<file path="src/design/sxdt1_pkg.sv">
// ---------------------------------------------------------------------------
// sxdt1_pkg
// Shared types, constants and the microcode store of the DT1 frame builder.
// ---------------------------------------------------------------------------
package sxdt1_pkg;

    localparam int ADDR_W   = 32;
    localparam int VALUE_W  = 32;
    localparam int SIZE_W   = 3;
    localparam int BYTE_W   = 8;
    localparam int DEV_W    = 7;
    localparam int MODEL_W  = 32;
    localparam int SUM_W    = 7;
    localparam int NIB_W    = 3;
    localparam int STEP_W   = 4;
    localparam int CFG_IDX_W  = 2;
    localparam int CFG_DATA_W = 32;

    localparam logic [CFG_IDX_W-1:0] CFG_DEVICE_ID = CFG_IDX_W'(0);
    localparam logic [CFG_IDX_W-1:0] CFG_MODEL_ID  = CFG_IDX_W'(1);

    localparam logic [DEV_W-1:0]   DEVICE_ID_RESET = DEV_W'(0);
    localparam logic [MODEL_W-1:0] MODEL_ID_RESET  = MODEL_W'(32'h0000_0069);

    localparam logic [BYTE_W-1:0] FRAME_START  = 8'hF0;
    localparam logic [BYTE_W-1:0] FRAME_END    = 8'hF7;
    localparam logic [BYTE_W-1:0] MAKER_BYTE   = 8'h41;
    localparam logic [BYTE_W-1:0] CMD_DATA_SET = 8'h12;

    localparam logic [SIZE_W-1:0] SIZE_7BIT  = 3'd0;
    localparam logic [SIZE_W-1:0] SIZE_NIB2  = 3'd1;
    localparam logic [SIZE_W-1:0] SIZE_NIB3  = 3'd2;
    localparam logic [SIZE_W-1:0] SIZE_NIB4  = 3'd3;
    localparam logic [SIZE_W-1:0] SIZE_NIB8  = 3'd4;

    localparam logic [STEP_W-1:0] STEP_IDLE = STEP_W'(0);

    typedef enum logic [2:0] {
        SRC_CONST,
        SRC_DEV,
        SRC_MODEL,
        SRC_ADDR,
        SRC_DATA,
        SRC_CSUM
    } t_src;

    typedef enum logic [1:0] {
        JMP_WAIT,   // hold until a request is loaded
        JMP_NEXT,
        JMP_LOOP,   // repeat while data nibbles remain
        JMP_IDLE
    } t_jmp;

    typedef struct packed {
        t_src              src;
        logic [BYTE_W-1:0] cbyte;
        logic              add_sum;
        logic              shift;
        logic              last;
        t_jmp              jmp;
    } t_uop;

    // sequencer -> datapath
    typedef struct packed {
        t_uop uop;
        logic fire;
    } t_ctl;

    // datapath -> sequencer
    typedef struct packed {
        logic out_free;
        logic nib_done;
    } t_stat;

    function automatic logic size_ok(input logic [SIZE_W-1:0] size);
        return (size == SIZE_7BIT) || (size == SIZE_NIB2) || (size == SIZE_NIB3) ||
               (size == SIZE_NIB4) || (size == SIZE_NIB8);
    endfunction

    function automatic t_uop op(input t_src src, input logic [BYTE_W-1:0] cbyte,
                                input logic add_sum, input logic shift,
                                input logic last, input t_jmp jmp);
        t_uop u;
        u.src     = src;
        u.cbyte   = cbyte;
        u.add_sum = add_sum;
        u.shift   = shift;
        u.last    = last;
        u.jmp     = jmp;
        return u;
    endfunction

    // microcode store, one word per step
    function automatic t_uop uc_rom(input logic [STEP_W-1:0] step);
        t_uop u;
        u = op(SRC_CONST, '0, 1'b0, 1'b0, 1'b0, JMP_WAIT);
        case (step)
            4'd1:    u = op(SRC_CONST, FRAME_START,  1'b0, 1'b0, 1'b0, JMP_NEXT);
            4'd2:    u = op(SRC_CONST, MAKER_BYTE,   1'b0, 1'b0, 1'b0, JMP_NEXT);
            4'd3:    u = op(SRC_DEV,   '0,           1'b0, 1'b0, 1'b0, JMP_NEXT);
            4'd4,
            4'd5,
            4'd6,
            4'd7:    u = op(SRC_MODEL, '0,           1'b0, 1'b1, 1'b0, JMP_NEXT);
            4'd8:    u = op(SRC_CONST, CMD_DATA_SET, 1'b0, 1'b0, 1'b0, JMP_NEXT);
            4'd9,
            4'd10,
            4'd11,
            4'd12:   u = op(SRC_ADDR,  '0,           1'b1, 1'b1, 1'b0, JMP_NEXT);
            4'd13:   u = op(SRC_DATA,  '0,           1'b1, 1'b1, 1'b0, JMP_LOOP);
            4'd14:   u = op(SRC_CSUM,  '0,           1'b0, 1'b0, 1'b0, JMP_NEXT);
            4'd15:   u = op(SRC_CONST, FRAME_END,    1'b0, 1'b0, 1'b1, JMP_IDLE);
            default: u = op(SRC_CONST, '0,           1'b0, 1'b0, 1'b0, JMP_WAIT);
        endcase
        return u;
    endfunction

endpackage

</file>
<file path="src/design/sxdt1_in_if.sv">
// ---------------------------------------------------------------------------
// sxdt1_in_if
// Request channel: one parameter write per request.
// ---------------------------------------------------------------------------
interface sxdt1_in_if;
    logic                           valid;
    logic                           ready;
    logic [sxdt1_pkg::ADDR_W-1:0]   address;
    logic [sxdt1_pkg::SIZE_W-1:0]   size_code;
    logic [sxdt1_pkg::VALUE_W-1:0]  value;

    modport source (output valid, address, size_code, value, input ready);
    modport sink   (input valid, address, size_code, value, output ready);
endinterface

</file>
<file path="src/design/sxdt1_out_if.sv">
// ---------------------------------------------------------------------------
// sxdt1_out_if
// Frame byte channel: one byte of the frame per transfer.
// ---------------------------------------------------------------------------
interface sxdt1_out_if;
    logic                          valid;
    logic                          ready;
    logic [sxdt1_pkg::BYTE_W-1:0]  frame_byte;
    logic                          last;

    modport source (output valid, frame_byte, last, input ready);
    modport sink   (input valid, frame_byte, last, output ready);
endinterface

</file>
<file path="src/design/sxdt1_seq.sv">
// ---------------------------------------------------------------------------
// sxdt1_seq
// Step counter and microcode fetch; resolves jumps from datapath status.
// ---------------------------------------------------------------------------
module sxdt1_seq (
    input  logic              i_clk,
    input  logic              i_rst_n,
    input  logic              i_load,
    input  sxdt1_pkg::t_stat  i_stat,
    output logic              o_idle,
    output sxdt1_pkg::t_ctl   o_ctl
);
    import sxdt1_pkg::*;

    logic [STEP_W-1:0] r_step;
    logic [STEP_W-1:0] n_step;
    t_uop              uop;
    logic              fire;

    assign uop    = uc_rom(r_step);
    assign o_idle = (r_step == STEP_IDLE);
    // every step but the wait step emits one byte, gated by output space
    assign fire   = (uop.jmp != JMP_WAIT) && i_stat.out_free;

    assign o_ctl.uop  = uop;
    assign o_ctl.fire = fire;

    always_comb begin
        n_step = r_step;
        case (uop.jmp)
            JMP_WAIT: begin
                if (i_load) begin
                    n_step = r_step + STEP_W'(1);
                end
            end
            JMP_NEXT: begin
                if (fire) begin
                    n_step = r_step + STEP_W'(1);
                end
            end
            JMP_LOOP: begin
                if (fire && i_stat.nib_done) begin
                    n_step = r_step + STEP_W'(1);
                end
            end
            JMP_IDLE: begin
                if (fire) begin
                    n_step = STEP_IDLE;
                end
            end
            default: n_step = STEP_IDLE;
        endcase
    end

    always_ff @(posedge i_clk) begin
        if (!i_rst_n) begin
            r_step <= STEP_IDLE;
        end else begin
            r_step <= n_step;
        end
    end

    a_idle_holds: assert property (@(posedge i_clk) disable iff (!i_rst_n)
        (r_step == STEP_IDLE && !i_load) |=> (r_step == STEP_IDLE))
        else $error("sequencer left idle without a request");

    a_stall_freezes: assert property (@(posedge i_clk) disable iff (!i_rst_n)
        (r_step != STEP_IDLE && !i_stat.out_free) |=> $stable(r_step))
        else $error("step advanced while output was full");

    a_fire_busy: assert property (@(posedge i_clk) disable iff (!i_rst_n)
        fire |-> (r_step != STEP_IDLE))
        else $error("byte emitted from idle step");

endmodule

</file>
<file path="src/design/sxdt1_dp.sv">
// ---------------------------------------------------------------------------
// sxdt1_dp
// Frame datapath: operand shifters, checksum accumulator, output register.
// ---------------------------------------------------------------------------
module sxdt1_dp (
    input  logic                           i_clk,
    input  logic                           i_rst_n,
    input  logic                           i_load,
    input  logic [sxdt1_pkg::ADDR_W-1:0]   i_address,
    input  logic [sxdt1_pkg::SIZE_W-1:0]   i_size_code,
    input  logic [sxdt1_pkg::VALUE_W-1:0]  i_value,
    input  logic [sxdt1_pkg::DEV_W-1:0]    i_device_id,
    input  logic [sxdt1_pkg::MODEL_W-1:0]  i_model_id,
    input  sxdt1_pkg::t_ctl                i_ctl,
    input  logic                           i_out_ready,
    output sxdt1_pkg::t_stat               o_stat,
    output logic                           o_out_valid,
    output logic [sxdt1_pkg::BYTE_W-1:0]   o_frame_byte,
    output logic                           o_last
);
    import sxdt1_pkg::*;

    logic [ADDR_W-1:0]  r_addr;
    logic [MODEL_W-1:0] r_model;
    logic [VALUE_W-1:0] r_val;
    logic [NIB_W-1:0]   r_nib;
    logic               r_mode7;
    logic [SUM_W-1:0]   r_sum;
    logic               r_ovalid;
    logic [BYTE_W-1:0]  r_obyte;
    logic               r_olast;

    logic [VALUE_W-1:0] val_aligned;
    logic [NIB_W-1:0]   nib_init;
    logic [BYTE_W-1:0]  byte_sel;

    // value is left-aligned so the next data byte always sits at the top
    always_comb begin
        case (i_size_code)
            SIZE_NIB2: begin
                val_aligned = {i_value[7:0], 24'b0};
                nib_init    = NIB_W'(1);
            end
            SIZE_NIB3: begin
                val_aligned = {i_value[11:0], 20'b0};
                nib_init    = NIB_W'(2);
            end
            SIZE_NIB4: begin
                val_aligned = {i_value[15:0], 16'b0};
                nib_init    = NIB_W'(3);
            end
            SIZE_NIB8: begin
                val_aligned = i_value;
                nib_init    = NIB_W'(7);
            end
            default: begin
                val_aligned = {i_value[6:0], 25'b0};
                nib_init    = NIB_W'(0);
            end
        endcase
    end

    always_comb begin
        case (i_ctl.uop.src)
            SRC_CONST: byte_sel = i_ctl.uop.cbyte;
            SRC_DEV:   byte_sel = {1'b0, i_device_id};
            SRC_MODEL: byte_sel = r_model[MODEL_W-1 -: BYTE_W];
            SRC_ADDR:  byte_sel = r_addr[ADDR_W-1 -: BYTE_W];
            SRC_DATA:  byte_sel = r_mode7 ? {1'b0, r_val[VALUE_W-1 -: 7]}
                                          : {4'b0, r_val[VALUE_W-1 -: 4]};
            SRC_CSUM:  byte_sel = {1'b0, SUM_W'(-r_sum)};
            default:   byte_sel = '0;
        endcase
    end

    assign o_stat.out_free = !r_ovalid || i_out_ready;
    assign o_stat.nib_done = (r_nib == '0);

    always_ff @(posedge i_clk) begin
        if (i_load) begin
            r_addr  <= i_address;
            r_model <= i_model_id;
            r_val   <= val_aligned;
            r_nib   <= nib_init;
            r_mode7 <= (i_size_code == SIZE_7BIT);
            r_sum   <= '0;
        end else if (i_ctl.fire) begin
            if (i_ctl.uop.add_sum) begin
                r_sum <= r_sum + byte_sel[SUM_W-1:0];
            end
            if (i_ctl.uop.shift) begin
                case (i_ctl.uop.src)
                    SRC_MODEL: r_model <= r_model << BYTE_W;
                    SRC_ADDR:  r_addr  <= r_addr << BYTE_W;
                    SRC_DATA: begin
                        r_val <= r_val << 4;
                        r_nib <= r_nib - NIB_W'(1);
                    end
                    default: r_sum <= r_sum;
                endcase
            end
        end
    end

    always_ff @(posedge i_clk) begin
        if (!i_rst_n) begin
            r_ovalid <= 1'b0;
        end else if (i_ctl.fire) begin
            r_ovalid <= 1'b1;
        end else if (i_out_ready) begin
            r_ovalid <= 1'b0;
        end
    end

    always_ff @(posedge i_clk) begin
        if (i_ctl.fire) begin
            r_obyte <= byte_sel;
            r_olast <= i_ctl.uop.last;
        end
    end

    assign o_out_valid  = r_ovalid;
    assign o_frame_byte = r_obyte;
    assign o_last       = r_olast;

    a_last_is_end: assert property (@(posedge i_clk) disable iff (!i_rst_n)
        (r_ovalid && r_olast) |-> (r_obyte == FRAME_END))
        else $error("last flag on a byte other than frame end");

    a_csum_7bit: assert property (@(posedge i_clk) disable iff (!i_rst_n)
        (i_ctl.fire && i_ctl.uop.src == SRC_CSUM) |=> (r_obyte[BYTE_W-1] == 1'b0))
        else $error("checksum byte above 127");

    a_no_load_busy: assert property (@(posedge i_clk) disable iff (!i_rst_n)
        !(i_load && i_ctl.fire))
        else $error("request loaded while a frame byte was emitted");

endmodule

</file>
<file path="src/design/sxdt1_frame_builder.sv">
// ---------------------------------------------------------------------------
// sysex_dt1_frame_builder
// Builds a system-exclusive data-set frame with checksum per parameter write.
// ---------------------------------------------------------------------------
//  channel   dir  payload                          handshake
//  i_req     in   address, size_code, value        valid/ready
//  o_rsp     out  frame_byte, last                 valid/ready
//  i_cfg_*   in   idx 0 device_id, 1 model_id      write enable, no wait
//
//  A frame is 15 to 22 bytes; the microcode sequencer runs one step per byte,
//  after the idle step in which the request is accepted.
//  Requests are taken only in the idle step; the closing byte may still sit
//  in the output register when the next request is taken.
//  An output stall freezes the step counter. Reset is synchronous, active low,
//  and clears the sequencer and output valid. Size codes above 4 are dropped.
// ---------------------------------------------------------------------------
module sysex_dt1_frame_builder (
    input  logic                               i_clk,
    input  logic                               i_rst_n,
    sxdt1_in_if.sink                           i_req,
    sxdt1_out_if.source                        o_rsp,
    input  logic                               i_cfg_we,
    input  logic [sxdt1_pkg::CFG_IDX_W-1:0]    i_cfg_idx,
    input  logic [sxdt1_pkg::CFG_DATA_W-1:0]   i_cfg_data
);
    import sxdt1_pkg::*;

    logic [DEV_W-1:0]   r_device_id;
    logic [MODEL_W-1:0] r_model_id;
    logic               idle;
    logic               load;
    t_ctl               ctl;
    t_stat              stat;

    always_ff @(posedge i_clk) begin
        if (!i_rst_n) begin
            r_device_id <= DEVICE_ID_RESET;
            r_model_id  <= MODEL_ID_RESET;
        end else if (i_cfg_we) begin
            case (i_cfg_idx)
                CFG_DEVICE_ID: r_device_id <= i_cfg_data[DEV_W-1:0];
                CFG_MODEL_ID:  r_model_id  <= i_cfg_data[MODEL_W-1:0];
                default:       r_device_id <= r_device_id;
            endcase
        end
    end

    assign i_req.ready = idle;
    assign load        = i_req.valid && idle && size_ok(i_req.size_code);

    sxdt1_seq u_seq (
        .i_clk   (i_clk),
        .i_rst_n (i_rst_n),
        .i_load  (load),
        .i_stat  (stat),
        .o_idle  (idle),
        .o_ctl   (ctl)
    );

    sxdt1_dp u_dp (
        .i_clk        (i_clk),
        .i_rst_n      (i_rst_n),
        .i_load       (load),
        .i_address    (i_req.address),
        .i_size_code  (i_req.size_code),
        .i_value      (i_req.value),
        .i_device_id  (r_device_id),
        .i_model_id   (r_model_id),
        .i_ctl        (ctl),
        .i_out_ready  (o_rsp.ready),
        .o_stat       (stat),
        .o_out_valid  (o_rsp.valid),
        .o_frame_byte (o_rsp.frame_byte),
        .o_last       (o_rsp.last)
    );

endmodule

</file>
<file path="src/flat_wrapper.sv">
// flat-port wrapper written by rule: the top's interface ports become plain ports
module sysex_dt1_frame_builder_flat import sxdt1_pkg::*;
  (i_clk, i_rst_n, i_cfg_we, i_cfg_idx, i_cfg_data, i_req_valid, i_req_address, i_req_size_code, i_req_value, i_req_ready, o_rsp_valid, o_rsp_frame_byte, o_rsp_last, o_rsp_ready);
  sxdt1_in_if i_req_i ();
  sxdt1_out_if o_rsp_i ();
  input  logic i_clk;
  input  logic i_rst_n;
  input  logic i_cfg_we;
  input  logic [sxdt1_pkg::CFG_IDX_W-1:0] i_cfg_idx;
  input  logic [sxdt1_pkg::CFG_DATA_W-1:0] i_cfg_data;
  input wire logic [$bits(i_req_i.valid)-1:0] i_req_valid;
  input wire logic [$bits(i_req_i.address)-1:0] i_req_address;
  input wire logic [$bits(i_req_i.size_code)-1:0] i_req_size_code;
  input wire logic [$bits(i_req_i.value)-1:0] i_req_value;
  output wire logic [$bits(i_req_i.ready)-1:0] i_req_ready;
  output wire logic [$bits(o_rsp_i.valid)-1:0] o_rsp_valid;
  output wire logic [$bits(o_rsp_i.frame_byte)-1:0] o_rsp_frame_byte;
  output wire logic [$bits(o_rsp_i.last)-1:0] o_rsp_last;
  input wire logic [$bits(o_rsp_i.ready)-1:0] o_rsp_ready;
  assign i_req_i.valid = i_req_valid;
  assign i_req_i.address = i_req_address;
  assign i_req_i.size_code = i_req_size_code;
  assign i_req_i.value = i_req_value;
  assign i_req_ready = i_req_i.ready;
  assign o_rsp_valid = o_rsp_i.valid;
  assign o_rsp_frame_byte = o_rsp_i.frame_byte;
  assign o_rsp_last = o_rsp_i.last;
  assign o_rsp_i.ready = o_rsp_ready;
  sysex_dt1_frame_builder u_core (.i_clk(i_clk), .i_rst_n(i_rst_n), .i_req(i_req_i), .o_rsp(o_rsp_i), .i_cfg_we(i_cfg_we), .i_cfg_idx(i_cfg_idx), .i_cfg_data(i_cfg_data));
endmodule
</file>
<file path="config.mk">
export PLATFORM = sky130hd
export DESIGN_NAME = sysex_dt1_frame_builder_flat
export DESIGN_NICKNAME = d
export VERILOG_FILES = /design/src/design/sxdt1_pkg.sv /design/src/design/sxdt1_in_if.sv /design/src/design/sxdt1_out_if.sv /design/src/design/sxdt1_seq.sv /design/src/design/sxdt1_dp.sv /design/src/design/sxdt1_frame_builder.sv /design/src/flat_wrapper.sv
export SDC_FILE = /design/constraint.sdc
export NUM_CORES = 1
export LEC_CHECK = 0
export ABC_CLOCK_PERIOD_IN_PS = 5500
export BUFFER_PORTS_ARGS = -buffer_cell sky130_fd_sc_hd__buf_2
export CELL_PAD_IN_SITES_DETAIL_PLACEMENT = 0
export CELL_PAD_IN_SITES_GLOBAL_PLACEMENT = 1
export CORE_MARGIN = 3
export CORE_UTILIZATION = 46
export CTS_BUF_LIST = sky130_fd_sc_hd__clkbuf_8
export CTS_CLUSTER_DIAMETER = 200
export DETAILED_ROUTE_END_ITERATION = 8
export PLACE_DENSITY = 0.93
export SLEW_MARGIN = 40
export SYNTH_ARGS = -nofsm -noshare
export SYNTH_HDL_FRONTEND = slang
export SYNTH_SLANG_ARGS = --single-unit
</file>
<file path="constraint.sdc">
create_clock -name i_clk -period 5.5 [get_ports i_clk]
set_input_delay 0.55 -clock i_clk [delete_from_list [all_inputs] [get_ports i_clk]]
set_output_delay 0.55 -clock i_clk [all_outputs]
set_load 0.05 [all_outputs]
</file>
=== Yosys cells after proc, flatten, opt, wreduce, memory -nomap -nowiden ===
Memory sizes are Yosys's and may differ from the RTL's. A register that Yosys moved wholly into a read port is not among the register bits.
Index checks and enable logic that the tools add are counted.

* Register bits after elaboration: 160
* Bits in read-only memories: 240
* Input bits: 106
* Output and inout bits: 11
* Word-level logic and storage cells: 98
* Memories: 1

{| class="wikitable"
|+ Memory list
! memory !! words !! width !! read ports !! clocked after Yosys merged registers in !! write ports !! line !! RTL
|-
| (no name shown) || 16 || 15 || 1 || 1 || 0 || sxdt1_pkg.sv:97 || <nowiki>case (step)</nowiki>
|}

* Add/sub/neg operators: 4
* Eq/ne operators: 18
* Multiplexer cells: 32
* Reduce and logical (&&, ||, !) cells: 31

{| class="wikitable"
|+ Operators with widths
! operator !! number
|-
| 2-to-1 mux 32 bit || 12
|-
| case mux 32 bit (4 select lines) || 1
|-
| case mux 8 bit (6 select lines) || 1
|-
| 2-to-1 mux 7 bit || 4
|-
| 2-to-1 mux 4 bit || 6
|-
| case mux 4 bit (4 select lines) || 1
|-
| nonzero test 2 bit || 7
|-
| equality test 3 x 2 -> 1 bit (second input constant) || 4
|-
| 2-to-1 mux 3 bit || 4
|-
| case mux 3 bit (4 select lines) || 1
|-
| equality test 3 bit (second input constant) || 3
|-
| zero test 3 bit || 3
|-
| AND reduction 3 bit || 3
|-
| != test 2 bit (second input constant) || 4
|-
| adder 7 bit || 1
|-
| negation 7 bit || 1
|-
| equality test 3 x 1 -> 1 bit (second input constant) || 2
|-
| AND reduction 2 bit || 3
|-
| logical OR 1 bit || 5
|-
| adder 4 x 1 -> 4 bit (second input constant) || 1
|-
| equality test 2 x 1 -> 1 bit (second input constant) || 2
|-
| equality test 2 bit (second input constant) || 2
|-
| logical AND 1 bit || 4
|-
| zero test 2 bit || 2
|-
| other kinds (7) || 8
|}

=== Depth between registers and ports, before layout ===
* Word-level depth: 10
* Mapped depth: 14
* Depth with buffers taken out: 13

=== Modules after synthesis ===
From an unflattened synthesis, not the netlist that was laid out.

* Cell total of the unflattened synthesis: 724
* Area, all modules: 8504.4 µm²

{| class="wikitable"
|+ By module, submodules not included
! module !! instances !! cells an instance !! area an instance (µm²) !! seq. area each (µm²)
|-
| sxdt1_dp || 1 || 462 || 5982.0 || 3433.3
|-
| sysex_dt1_frame_builder || 1 || 170 || 1589.0 || 780.7
|-
| sxdt1_seq || 1 || 92 || 933.4 || 340.3
|}

=== Worst setup path after synthesis ===
Ideal clock, no wire load.

* Path type: reg-to-reg
* From: register u_core.u_dp.r_ovalid, in the netlist u_core.u_dp.o_out_valid
* To: register u_core.u_dp.r_nib[0], enable pin
* Setup time: 476 ps
* Arrival time: 3881 ps
* Required time: 5024 ps
* Setup slack: 1143 ps
* Cell stages (with the launch flop): 5
* Buffers on the path: 0
* Period minus slack after synthesis: 4357 ps
* Cells stage by stage: dfxtp_1 nor2b_1 nor2_1 nand2_1 o21ai_0

{| class="wikitable"
|+ RTL lines
! item !! line !! RTL
|-
| start: declaration || sxdt1_dp.sv:29 || <nowiki>logic r_ovalid;</nowiki>
|-
| start signal: assignment || sxdt1_dp.sv:107 || <nowiki>r_ovalid <= 1'b0;</nowiki>
|-
| start signal: assignment || sxdt1_dp.sv:109 || <nowiki>r_ovalid <= 1'b1;</nowiki>
|-
| start signal: assignment || sxdt1_dp.sv:111 || <nowiki>r_ovalid <= 1'b0;</nowiki>
|-
| end signal: assignment || sxdt1_dp.sv:84 || <nowiki>r_nib <= nib_init;</nowiki>
|-
| end signal: assignment || sxdt1_dp.sv:97 || <nowiki>r_nib <= r_nib - NIB_W'(1);</nowiki>
|-
| end: declaration || sxdt1_dp.sv:26 || <nowiki>logic [NIB_W-1:0] r_nib;</nowiki>
|}

=== Worst setup path after layout ===
* From: register, netlist name u_core.u_seq.uop[13]
* To: register u_core.u_dp.r_sum[6]

* Word-level cells in the longest chain between the ends: 6
* Elaborated cells between the ends (all ways): 14
* Those cells by class: add/sub: 1; eq/ne: 6; mux: 4; reduce/logical: 3

{| class="wikitable"
|+ RTL lines
! item !! line !! RTL
|-
| equality test 3 bit (tied with other cells) || sxdt1_dp.sv:64 || <nowiki>case (i_ctl.uop.src)</nowiki>
|-
| case mux 8 bit (6 select lines) * || sxdt1_dp.sv:64 ||
|-
| named net u_core.u_dp.byte_sel[0] || sxdt1_dp.sv:35 || <nowiki>logic [BYTE_W-1:0] byte_sel;</nowiki>
|-
| adder 7 bit * || sxdt1_dp.sv:89 || <nowiki>r_sum <= r_sum + byte_sel[SUM_W-1:0];</nowiki>
|-
| 2-to-1 mux 7 bit * || sxdt1_dp.sv:88 || <nowiki>if (i_ctl.uop.add_sum) begin</nowiki>
|-
| 2-to-1 mux 7 bit || sxdt1_dp.sv:92 || <nowiki>case (i_ctl.uop.src)</nowiki>
|-
| 2-to-1 mux 7 bit * || sxdt1_dp.sv:91 || <nowiki>if (i_ctl.uop.shift) begin</nowiki>
|-
| end signal: assignment || sxdt1_dp.sv:89 ||
|-
| end signal: assignment || sxdt1_dp.sv:99 || <nowiki>default: r_sum <= r_sum;</nowiki>
|-
| end: declaration || sxdt1_dp.sv:28 || <nowiki>logic [SUM_W-1:0] r_sum;</nowiki>
|}

Mark *: on every way through the listed nets, which the timed path passes. The rest lies on a longest branch. The select of a mux whose other input is x is not followed.
A chain may end at the register's enable or synchronous reset.

==> summary.txt <==
Worst-path clk slew = 0.10 ns
Port bufs = 116
Asr flop ratio synth = 0
Mean Syn Cell Area = 10.3 µm²
CTS root buf = clkbuf_8
Worst slew pin tran = 0.802 ns
H-tree levels = 4
GRT Max-Usage Layer = met2
Via count = 5927
Grt met3 use = 0.0428
Max FO, Critical Path = 16
Placer Congestion = 0.868
Max_cap viols = 0
Syn Inst Count = 790
Area share of the largest cell type after synthesis = 0.402
Post-CTS setup buffer count = 0
Pre-Repair DR Iteration Count = 6
Top FF cell, synth = edfxtp_1
Worst Skew = 0.0124 ns
Layout area overhead = 14.3%
Vias in the first global route = 5735
Crit path DAT = 4.05 ns
# setup viols final = 0
Initial antenna violation count = 0
Number of synthesized flops with an enable pin = 109
Largest net degree at the start of global routing = 47
Status = finished clean
CP startpoint kind = flip-flop
Final Net Count = 1008
Die height = 139 µm
M2 GR Usage = 0.296
Sequential fraction of the synthesis area = 0.559
Number of hold buffers added after CTS = 0
Placement Cell Area = 8880 µm²
Most frequent cells in the layout = nand2_1, buf_2, edfxtp_1
First-pass GRT wire length = 28500 µm
Synthesis-stage register bit count = 173
Worst min-delay path category = input pin to flip-flop
Post-Synthesis Cell Area = 8150 µm²
Post-DP HPWL = 12600 µm
Synth area leader = edfxtp_1
Max Root-Sink Buffers = 2
WS Path Type = flip-flop to flip-flop
RSZ-0062 raised after global routing = no
Antenna Nets Post-Route = 0
All-Layer GR Usage = 0.183
Core Box Area = 17300 µm²
Crit. End Element = flip-flop
Mean number of vias per cell = 5.27
Total routed wirelength = 17700 µm
Clock sink total = 173
Leading cell type in the layout, fill and taps excluded = nand2_1
Critical Path Max Stage Delay = 0.73 ns
Relative slew slack = 0.465
VDD IR-drop max = 0.158 mV
# resized after CTS = 0
Ys Warns = 0
Initial core utilization = 0.471
TritonCTS clock tree = built
Met1 Track Usage GR = 0.248
# fillers = 1582
Layout cells sized above 1 = 0.204
Setup TNS = 0 ns
Worst Path Required = 5.89 ns
Die area = 19300 µm²
DRC viols = 0
Pins over their slew limit = 0
Crit-path most repeated cell = o21bai_1
Diodes inserted = 0
Avg WL per Cell = 15.8 µm
Min cycle time layout = 3.65 ns
Cts bufs inserted = 17
Period utilization = 0.665
Pwr per Cell Area = 387 nW/µm²
Total power = 3.61 mW
Gr ovfl total = 0
Unique cell type count in the Yosys netlist = 60
1st-iter DRT viols = 461
Top cells by area, synth = edfxtp_1, dfxtp_1, nand2_1, mux2i_1, mux4_2
Crit path cell chain = inv_1 -> a31oi_1 -> o22a_1 -> o21ai_0 -> ha_1 -> fa_1 -> a211oi_1 -> o21bai_1 -> a21o_1 -> and3_1 -> o21bai_1 -> mux2i_1
Worst-Skew Late Latency = 0.46 ns
Static Leak = 3.83 nW
Slowest-stage cell, CP = dfxtp_1
Final Core Density = 0.539
Syn_nets = 912
Post-Layout Inst Area = 9320 µm²
Die width = 139 µm
Final hold vios = 0
# IOs = 117
Rows = 48
F_max = 274 MHz
==> flip-flops by register name (all words and copies together), names as in the netlist <==
signal / flops
u_core.u_dp.o_last: 1
u_core.u_dp.o_frame_byte: 8
u_core.r_model_id: 32
u_core.u_dp.r_mode7: 1
u_core.u_seq.uop: 13
u_core.u_seq.r_step: 4
u_core.u_dp.r_model: 32
u_core.u_dp.o_out_valid: 1
u_core.u_dp.r_sum: 7
u_core.u_dp.r_addr: 32
u_core.r_device_id: 7
u_core.u_dp.r_nib: 3
u_core.u_dp.r_val: 32
==> cell families after synthesis <==
kind of cell | synth area share
and+or+nand+nor | 0.184
DFF | 0.559
AOI/OAI and AO/OA | 0.116
buffers and inverters | 0.0322
muxes | 0.0647
adders and majority gates | 0.0255
xor gates and xnor gates | 0.0183
==> cell type report <==
type,count,area [µm²],area share
Inverter,17,65.1,0.00698
Multi-Input combinational cell,554,3350,0.359
Sequential cell,173,4550,0.489
Clock inverter,14,185,0.0199
Clock buffer,18,248,0.0266
Tap cell,225,282,0.0302
Timing Repair Buffer,123,633,0.0680
==> layer usage <==
| layer | share of wire | vias to the layer above |
|---|---|---|
| met5 | 0 | - |
| met4 | 0.013 | 0 |
| met3 | 0.049 | 15 |
| met2 | 0.49 | 156 |
| met1 | 0.45 | 2791 |
| li1 | - | 2965 |
==> critical path, delay by kind of cell, from the launching register on <==
kind	cells	cell delay, ns
compound gates	7	1.40
fa+ha+maj	2	0.80
flops	1	0.73
buf+inv	1	0.28
mux	1	0.20
simple gates	1	0.17
==> worst paths after layout <==
check,start,end,slack (ns),cells after the start
setup / recovery,u_core.u_seq.uop[13],u_core.u_dp.r_sum[6],1.85,12
hold / removal,i_cfg_data[31],u_core.r_model_id[31],0.33,3
setup reg to reg,u_core.u_seq.uop[13],u_core.u_dp.r_sum[6],1.85,12
hold reg to reg,u_core.r_model_id[7],u_core.r_model_id[7],0.46,2
==> report_power, final <==
group	internal, mW	switching [mW]	total (mW)
registers	1.70	0.0926	1.79
clock network	0.471	0.483	0.954
logic	0.286	0.574	0.860
==> synth_stat cells (3+ instances only) <==
cell type / number
xnor2_1: 6
a211oi_1: 3
a31oi_1: 6
nand2_1: 233
a21boi_0: 28
buf_2: 8
mux2i_1: 29
o21ai_0: 25
and3_1: 19
o22ai_1: 10
buf_1: 3
edfxtp_1: 109
mux4_2: 10
inv_1: 16
nand3_1: 9
clkbuf_1: 32
o21bai_1: 3
nor2b_1: 11
a22oi_1: 5
xor2_1: 6
nand3b_1: 6
nand4_1: 6
nor2_1: 35
a21oi_1: 26
o22a_1: 3
dfxtp_1: 64
ha_1: 15
nand2b_1: 3
nor3_1: 5
and2_1: 5
a22o_1: 13
nor3b_1: 3
a21o_1: 5
==> through the flow <==
| step | setup WS, ns | hold slack, ns | instances |
|---|---|---|---|
| 6_report | 1.85 | 0.328 | 1124 |
| 5_1_grt | 1.51 | 0.317 | 1124 |
| 4_1_cts | 1.86 | 0.303 | 1124 |
| 3_5_place_dp | 1.83 | 0.457 | 1092 |
| 3_3_place_gp | 1.89 | 0.445 | 1092 |
| 2_1_floorplan | 1.14 | 0.404 | 790 |
(Power assumes the default switching activity.)
